--- src/sv/histeq_pkg.sv ---
package histeq_pkg;

	localparam int PIX_W = 8;
	localparam int MAP_DEPTH = 256;
	localparam logic [PIX_W-1:0] PIX_MAX = 8'd255;

	// Request kinds carried on the slave tuser bit.
	localparam logic REQ_ACCUM = 1'b0;
	localparam logic REQ_REMAP = 1'b1;

	typedef enum logic [1:0] {
		ST_IDLE,
		ST_READ,
		ST_CUM,
		ST_DIV
	} walk_state_t;

	typedef struct packed {
		logic             en;
		logic [PIX_W-1:0] addr;
		logic [PIX_W-1:0] data;
	} map_wr_t;

	typedef struct packed {
		logic busy;
		logic done;
	} div_sts_t;

endpackage

--- src/sv/histeq_map.sv ---
module histeq_map (
	input  logic                         clk,
	input  logic                         arst_n,
	input  logic                         rd_en,
	input  logic [histeq_pkg::PIX_W-1:0] rd_addr,
	output logic [histeq_pkg::PIX_W-1:0] rd_data,
	input  histeq_pkg::map_wr_t          wr
);
	import histeq_pkg::*;

	logic [PIX_W-1:0]     mem [MAP_DEPTH];
	logic [MAP_DEPTH-1:0] vld_q;
	logic [PIX_W-1:0]     rd_q;
	logic [PIX_W-1:0]     rd_addr_q;
	logic                 rd_vld_q;

	always_ff @(posedge clk) begin
		if (rd_en) begin
			rd_q      <= mem[rd_addr];
			rd_addr_q <= rd_addr;
		end
		if (wr.en) begin
			mem[wr.addr] <= wr.data;
		end
	end

	// Entries not yet rebuilt since reset hold the identity mapping.
	always_ff @(posedge clk or negedge arst_n) begin
		if (!arst_n) begin
			vld_q    <= '0;
			rd_vld_q <= 1'b0;
		end else begin
			if (rd_en) begin
				rd_vld_q <= vld_q[rd_addr];
			end
			if (wr.en) begin
				vld_q[wr.addr] <= 1'b1;
			end
		end
	end

	assign rd_data = rd_vld_q ? rd_q : rd_addr_q;

endmodule

--- config.mk ---
export PLATFORM = sky130hd
export DESIGN_NAME = histeq_map
export DESIGN_NICKNAME = d
export VERILOG_FILES = /design/src/sv/histeq_pkg.sv /design/src/sv/histeq_map.sv
export SDC_FILE = /design/constraint.sdc
export NUM_CORES = 2
export LEC_CHECK = 0
export ABC_AREA = 1
export BUFFER_PORTS_ARGS = -buffer_cell sky130_fd_sc_hd__buf_2
export CAP_MARGIN = 10
export CELL_PAD_IN_SITES_DETAIL_PLACEMENT = 0
export CELL_PAD_IN_SITES_GLOBAL_PLACEMENT = 1
export CORE_MARGIN = 5
export CORE_UTILIZATION = 52
export DETAILED_ROUTE_END_ITERATION = 12
export HOLD_SLACK_MARGIN = 0.06
export MAX_ROUTING_LAYER = met4
export PLACE_DENSITY_LB_ADDON = 0.25
export RECOVER_POWER = 25
export SKIP_LAST_GASP = 1
export SYNTH_ARGS = -nofsm -noshare
export SYNTH_HDL_FRONTEND = slang
export SYNTH_SLANG_ARGS = --single-unit
--- constraint.sdc ---
create_clock -name clk -period 1.5 [get_ports clk]
set_clock_uncertainty 0.05 [all_clocks]
set_input_delay 0.375 -clock clk [delete_from_list [all_inputs] [get_ports clk]]
set_output_delay 0.375 -clock clk [all_outputs]
set_load 0.1 [all_outputs]
==> results.cfg <==
[synth]
syn_inst = 7750
syn_area_per_cell_sq_um = 12.1
syn_area_sq_um = 93400
yosysMostFrequentCell = edfxtp_1
yosysWarnings = 0
ys.flop_type = edfxtp_1
synth.distinct_cells = 23
synth_top_area_cell = edfxtp_1
synth.top_cell.area_share_pct = 66.3
seq_area_frac_synth_pct = 73.2
synthTopCellsByArea = edfxtp_1 (66%), dfrtp_1 (6.9%), nand3_1 (6.4%), nand2_1 (5.1%), nor2_1 (4.0%)
synth-async-reset-ratio_pct = 11.1
synth_seq_cells = 2321
synth-edff-count = 2064
synthTopCellsByCount = edfxtp_1 (2,064), nand2_1 (1,261), nand3_1 (1,186), nor2_1 (987), o21ai_0 (701)
syn_nets = 7778

[finish]
fin_cells = 11000
drive_above_1_share_pct = 25.7
fin_nets = 8494
area_delta_synth_final_pct = 24.7
postLayoutCellArea_sq_um = 117000

[floorplan]
core_sq_um = 179000
initial_utilization_pct = 52.3
rows = 155
dieArea_sq_um = 188000
die_w_um = 434
io_pins = 36
die_height_um = 434

[power]
leakagePower_uw = 0.0426
power_density_nw_per_um2 = 1220
max-vdd-ir-drop_v = 0.000968

[outcome]
violations = setup timing
status = complete, but fails checks

[place]
dp_hpwl_um = 181000
dpl_cell_area_sq_um = 106000
place_ws_ns = -1.49
io_buffer_count = 35
routabilityCongestion = 0.909
dp.cells = 10600

[setup_path]
start_kind = flop
path_class = reg -> out
cp_slowest_cell = dfrtp_1
arrival_ns = 1.97
crit_fanout = 9
crit_top_cell = buf_12
slowest_delay_ns = 0.40
cp.required_ns = 1.07
crit_start = rd_vld_q
ff2ff_setup_slack_ns = -0.24
crit_chain = buf_12 -> mux2_4 -> buf_12
reg2reg_from = mem[222][6]
worst_setup_path_end_kind = output port
r2r_cells = 10

[sta]
final-hold-violation-count = 0
worst_slew_pin_slew_ns = 1.29
setup_viol = 1087
period_minus_slack_ns = 2.40
finalMaxSlewViolations = 0
relSlewSlack_pct = 14.1
max_freq_mhz = 417
rsz0062_at_grt = true
fin_tns_setup_ns = -114.71
finalCritPeriodShare_pct = 160
worst_slack_ns = -0.900

[clock_network]
cts_made_buffers = 231
h-tree-depth = 4
clkLatencyLatePin_ns = 0.87
clkTransAtPathRegs_ns = 0.07
clock_path_buffers = 3
cts_root_buf = clkbuf_16
cts_tree = done
cts.sinks = 2321

[global_route]
grt_start_max_net_pins = 85
grt_pass1_wl_um = 416000
overflow = 0
grtUsageTotal_pct = 30.5
antenna_found_initial = 5
grt_pass1_vias = 63500

[min_path]
hold_path.class = in -> reg
min_path_cells = 3
hold_start = rd_addr[4]

[route]
viasPerCell = 5.93
drtAntennaViolNets = 0
drc_errors = 0
drt_iter0_drc = 8004
via_count = 65400
wl_um = 280000
wl_per_cell_um = 25.4
first_pass_iters = 5

[job]
maxCapViolCount = 0
## power by group
part	switching, uW	internal [uW]	leakage (uW)
Sequential	338	71100	0.0221
Clock	24800	33300	0.00373
Combinational	8040	4310	0.0168
Total	33100	109000	0.0426
## registers in the layout, indices dropped and copies added, names as in the netlist
name	flops
mem	2048
vld_q	256
rd_addr_q	8
rd_q	8
rd_vld_q	1
## final cells by class
cell class / instances / area [sq um]
diodes: 1 / 2.50
clock buffers: 341 / 6610
clock inverters: 100 / 1050
fillers: 12900 / 62100
inverters: 72 / 358
multi-input cells: 4818 / 26100
flip-flops and latches: 2321 / 68400
well taps: 2355 / 2950
repair buffers: 1022 / 11000
## worst max-delay path, delay by kind of cell, from the launching register on
kind,cells,cell delay (ns)
mux,1,0.36
flops,1,0.40
buf+inv,2,0.34
## logic make-up after synthesis
family / share of synthesized area, %
simple gates: 17.1
compound gates: 6.47
buf+inv: 3.10
mux: 0.0964
flops: 73.2
## what timing repair did
action                     4_1_cts  5_1_grt
gates cloned                     2        3
gates resized for setup        540      395
setup buffers                    3       12
pin swaps                      160      160
hold buffers                    15        0
setup endpoints to repair       17       17
hold endpoints to repair       851        0
## placed cells by master, fill, tap and decap left out, drive strengths merged
master          n
nand3        1186
dfrtp         257
clkinvlp        9
o21ai         736
bufinv         16
bufbuf          2
buf           957
dlygate4sd3    15
mux2            8
nor2          987
inv            75
a21oi          32
edfxtp       2064
diode           1
o22ai         352
clkinv         72
or2           256
nand2        1261
clkbuf        389
## routing by layer
metal / track usage, % / vias to the layer above / part of all wire [%]
met3: 4.36 / 563 / 8.5
li1: - / 29300 / -
met2: 47.0 / 3014 / 47
met5: - / - / 0
met1: 42.4 / 32600 / 41
met4: 10.2 / 0 / 3.8
## final timing paths
check                                    end
worst max-delay path              rd_data[7]
worst min-delay path            rd_addr_q[4]
worst max register to register       rd_q[6]
worst min register to register    vld_q[109]
max in group asynchronous         vld_q[105]
min in group asynchronous          vld_q[68]
## per-stage QoR
step,hold WS [ns],util (%),power [uW]
2_1_floorplan,0.0294,-,78100
3_3_place_gp,0.195,59.1,83700
3_5_place_dp,0.196,59.1,83900
4_1_cts,0.0740,64.8,142000
5_1_grt,0.244,65.2,146000
6_report,0.294,65.2,142000
(Power assumes the default switching activity.)
