--- src/sv/histeq_pkg.sv ---
package histeq_pkg;

	localparam int PIX_W = 8;
	localparam int MAP_DEPTH = 256;
	localparam logic [PIX_W-1:0] PIX_MAX = 8'd255;

	// Request kinds carried on the slave tuser bit.
	localparam logic REQ_ACCUM = 1'b0;
	localparam logic REQ_REMAP = 1'b1;

	typedef enum logic [1:0] {
		ST_IDLE,
		ST_READ,
		ST_CUM,
		ST_DIV
	} walk_state_t;

	typedef struct packed {
		logic             en;
		logic [PIX_W-1:0] addr;
		logic [PIX_W-1:0] data;
	} map_wr_t;

	typedef struct packed {
		logic busy;
		logic done;
	} div_sts_t;

endpackage

--- src/sv/histeq_div.sv ---
module histeq_div #(
	parameter int NUM_W = 41,
	parameter int DEN_W = 23
) (
	input  logic                             clk,
	input  logic                             arst_n,
	input  logic                             start,
	input  logic [NUM_W-1:0]                 num,
	input  logic [DEN_W-1:0]                 den,
	output histeq_pkg::div_sts_t             sts,
	output logic [histeq_pkg::PIX_W-1:0]     quot
);
	import histeq_pkg::*;

	localparam int DSH_W  = DEN_W + PIX_W;
	localparam int REM_W  = (NUM_W > DSH_W) ? NUM_W : DSH_W;
	localparam int STEP_W = $clog2(PIX_W + 1);
	localparam int QI_W   = $clog2(PIX_W);
	localparam logic [STEP_W-1:0] STEP_SAT = STEP_W'(PIX_W);

	logic [REM_W-1:0]  rem_q;
	logic [REM_W-1:0]  dsh_q;
	logic [STEP_W-1:0] step_q;
	logic [PIX_W-1:0]  quot_q;
	logic              busy_q;
	logic              done_q;
	logic              ge;

	assign ge = rem_q >= dsh_q;

	// The first step only tests for a quotient of 256 or more, which clamps to the top level.
	always_ff @(posedge clk or negedge arst_n) begin
		if (!arst_n) begin
			busy_q <= 1'b0;
			done_q <= 1'b0;
			step_q <= '0;
		end else begin
			done_q <= 1'b0;
			if (start) begin
				busy_q <= 1'b1;
				step_q <= STEP_SAT;
			end else if (busy_q) begin
				if ((step_q == STEP_SAT && ge) || step_q == '0) begin
					busy_q <= 1'b0;
					done_q <= 1'b1;
				end else begin
					step_q <= step_q - 1'b1;
				end
			end
		end
	end

	always_ff @(posedge clk) begin
		if (start) begin
			rem_q  <= REM_W'(num);
			dsh_q  <= REM_W'({den, {PIX_W{1'b0}}});
			quot_q <= '0;
		end else if (busy_q) begin
			if (step_q == STEP_SAT) begin
				if (ge) begin
					quot_q <= PIX_MAX;
				end
			end else if (ge) begin
				rem_q                  <= rem_q - dsh_q;
				quot_q[step_q[QI_W-1:0]] <= 1'b1;
			end
			dsh_q <= dsh_q >> 1;
		end
	end

	assign sts  = '{busy: busy_q, done: done_q};
	assign quot = quot_q;

endmodule

--- config.mk ---
export PLATFORM = sky130hd
export DESIGN_NAME = histeq_div
export DESIGN_NICKNAME = d
export VERILOG_FILES = /design/src/sv/histeq_pkg.sv /design/src/sv/histeq_div.sv
export SDC_FILE = /design/constraint.sdc
export NUM_CORES = 1
export LEC_CHECK = 0
export ABC_CLOCK_PERIOD_IN_PS = 4100
export BUFFER_PORTS_ARGS = -buffer_cell sky130_fd_sc_hd__buf_4
export CAP_MARGIN = 10
export CORE_MARGIN = 1.5
export CORE_UTILIZATION = 55
export DETAILED_ROUTE_END_ITERATION = 7
export GPL_TIMING_DRIVEN = 0
export PLACE_DENSITY = 0.77
export SLEW_MARGIN = 20
export SYNTH_ARGS = -nofsm -noshare
export SYNTH_HDL_FRONTEND = slang
export SYNTH_SLANG_ARGS = --single-unit
--- constraint.sdc ---
create_clock -name clk -period 4.1 [get_ports clk]
set_input_delay 0.615 -clock clk [delete_from_list [all_inputs] [get_ports clk]]
set_output_delay 0.615 -clock clk [all_outputs]
set_load 0.05 [all_outputs]
==> results.json <==
{
  "final_cells": 886,
  "slowest_delay_ns": 0.57,
  "yosysTopAreaCell": "edfxtp_1",
  "r2r-end": "rem_q[24]$_DFFE_PP_",
  "fmax_mhz": 267,
  "synth_top_family_by_area": "compound AO/OA/AOI/OAI gates",
  "die_h_um": 106,
  "drv_slew": 0,
  "use_met3_pct": 4.11,
  "critical_path.startpoint_type": "flop",
  "synth_xor_xnor_area_share_pct": 4.02,
  "grt_max_degree": 25,
  "drt_iter0_drc": 342,
  "core-area_mm2": 0.0104,
  "busiest_layer": "met2",
  "synthAdderAreaFrac_pct": 7.35,
  "synth_area_per_cell_um2": 8.96,
  "insertedDiodeCount": 0,
  "ctsHtreeMaxLevel": 3,
  "yosys.area.top_type_share_pct": 32.6,
  "final_cell_mix": "nand2_1 (90), buf_4 (78), edfxtp_1 (64)",
  "grt.total_usage_pct": 28.5,
  "syn_area_mm2": 0.00589,
  "static-leakage-power_nw": 2.87,
  "r2r-start": "rem_q[28]$_DFFE_PP_",
  "rsz0062_at_grt": "false",
  "pin_count": 77,
  "cts.clk_slew.worst_paths_ns": 0.09,
  "cts_tree": "built",
  "synth.area.top_cells": "edfxtp_1 (33%), ha_1 (7.0%), nand2_1 (5.9%)",
  "setup_viol": 0,
  "p_per_area_mw_per_mm2": 796,
  "fp.dieW_um": 106,
  "layout_commonest_cell": "nand2_1",
  "clock_latency_ns": 0.37,
  "ys_ff_latch": 86,
  "place_area_mm2": 0.00666,
  "synth_compound_area_share_pct": 23.7,
  "dp_hpwl_um": 11700,
  "vias": 5325,
  "cts_buffers": 9,
  "worstMarginPinSlew_ns": 0.752,
  "critPathKind": "flop to flop",
  "clock_path_buffers": 2,
  "post-route-period-util_pct": 91.2,
  "io_buffers": 76,
  "fin_worst_skew_ns": 0.0115,
  "wire_per_inst_um": 17.4,
  "slowest_stage": "nand2_2",
  "finalCriticalPeriod_ns": 3.74,
  "outcome": "finished clean",
  "yosysWarnings": 0,
  "place_inst": 870,
  "layout-drive-gt1-share_pct": 14.9,
  "end_kind": "flop",
  "grt_pass1_wl_um": 25400,
  "syn-num-nets": 758,
  "peakVddDrop_v": 0.000498,
  "worstPathArrival_ns": 3.82,
  "viasPerCell": 6.01,
  "die_area_mm2": 0.0113,
  "post_cts_buffers": 0,
  "area_delta_synth_final_pct": 16.4,
  "drc_errors": 0,
  "critPathTopFamily": "simple AND/OR/NAND/NOR gates",
  "gp_congestion": 0.983,
  "postSynthCellCount": 657,
  "wl_um": 15400,
  "hold_violations": 0,
  "final_area_mm2": 0.00685,
  "met1_usage_pct": 40.8,
  "synth_simple_gate_area_share_pct": 16.6,
  "ant_nets": 0,
  "nets": 846,
  "cp_num_buf_inv": 4,
  "yosys-mux-area-fraction_pct": 2.27,
  "yosysUniqueCellTypes": 67,
  "hold_slack_ns": 0.0330,
  "clock-sinks": 86,
  "cp_max_fo": 24,
  "n_fill_cell": 871,
  "reg2reg_setup_slack_ns": 0.36,
  "ys_seq_area_share_pct": 40.6,
  "crit_required_ns": 4.18,
  "ys.flop_type": "edfxtp_1",
  "met2_usage_pct": 45.0,
  "cts_root_buffer": "clkbuf_8",
  "min_path_type": "input pin to async pin",
  "antenna_found_initial": 0,
  "postCtsHoldBufs": 0,
  "overflow": 0,
  "relSlewSlack_pct": 49.8,
  "async_flop_share_pct": 6.98,
  "synth_edf_count": 64,
  "grt_pass1_vias": 5185,
  "crit_chain": "ha_1 -> buf_2 -> and3_1 -> clkbuf_1 -> nand2_1 -> nor4_1 -> nor2b_1 -> inv_1 -> nand4b_1 -> nand3b_1 -> nand2_2 -> buf_16",
  "drt-pass1-iter-count": 5,
  "reg2regPathDepth": 12,
  "cp_num_cells": 12,
  "row_count": 37,
  "cts_resized": 0,
  "cap_violations": 0,
  "start_util_pct": 56.8
}
where the power goes:
group	internal, mW	total [mW]	switching [mW]
combinational	1.27	3.33	2.06
clock	0.275	0.601	0.326
sequential	1.37	1.52	0.156
worst reg2reg max path, stage by stage (launching register included):
cell and delay, ns:
edfxtp_1 0.40, ha_1 0.29, buf_2 0.20, and3_1 0.18
clkbuf_1 0.31, nand2_1 0.17, nor4_1 0.40, nor2b_1 0.27
inv_1 0.06, nand4b_1 0.21, nand3b_1 0.14, nand2_2 0.57
buf_16 0.24
registers in the layout, indices dropped and copies added, names as in the netlist:
| register | cells |
|---|---|
| step_q | 4 |
| busy_q | 1 |
| rem_q | 41 |
| quot | 8 |
| dsh_q | 31 |
| done_q | 1 |
layout make-up:
type | instances | area (um2) | share of cell area, %
Buffer | 35 | 141 | 2.06
Clock buffer | 12 | 166 | 2.43
Clock inverter | 4 | 25.0 | 0.365
Inverter | 48 | 180 | 2.63
Multi-Input combinational cell | 488 | 3180 | 46.4
Sequential cell | 86 | 2390 | 34.9
Tap cell | 136 | 170 | 2.48
Timing Repair Buffer | 77 | 598 | 8.73
layer usage:
layer	part of all wire, %	wire length [um]
met3	5.9	910
met1	47	7260
met5	0	0
met4	1.9	298
met2	45	6960
logic make-up after synthesis:
| group | count (synthesis) |
|---|---|
| buffers and inverters | 83 |
| and+or+nand+nor | 209 |
| DFF | 86 |
| xor gates and xnor gates | 27 |
| adders and majority gates | 34 |
| AOI/OAI and AO/OA | 205 |
| muxes | 13 |
cell usage after synthesis, types with 7 or more instances:
cell type  count
o2bb2ai_1      8
dfxtp_1       16
nor4_1         8
o21ai_0       49
inv_1         46
a21oi_1       31
xnor2_1       17
nand2_1       92
a31oi_1       17
nor3_1        13
nor2b_1        7
edfxtp_1      64
ha_1          33
nor2_1        36
xor2_1        10
a21o_1        18
clkbuf_1      28
nand3_1       11
and2_1         7
o21bai_1       8
mux2i_1       10
o31ai_1       30
worst max path at each step:
stage	start	end
floorplan	rem_q[28]$_DFFE_PP_	rem_q[0]$_DFFE_PP_
global placement	rem_q[26]$_DFFE_PP_	rem_q[23]$_DFFE_PP_
detailed placement	rem_q[28]$_DFFE_PP_	rem_q[23]$_DFFE_PP_
CTS	rem_q[28]$_DFFE_PP_	rem_q[10]$_DFFE_PP_
global route	rem_q[26]$_DFFE_PP_	rem_q[24]$_DFFE_PP_
finish	rem_q[28]$_DFFE_PP_	rem_q[24]$_DFFE_PP_
through the flow:
step           setup TNS [ns]  total power [mW]  setup slack [ns]  util [%]
3_5_place_dp                0              4.78             0.529      64.2
5_1_grt                     0              5.86            0.0936      66.1
6_report                    0              5.46             0.359      66.1
4_1_cts                     0              5.40             0.481      66.1
3_3_place_gp            -5.55              4.68            -0.137      63.9
2_1_floorplan               0              4.00             0.782         -
Note: power is estimated with default switching activity, not from simulation.
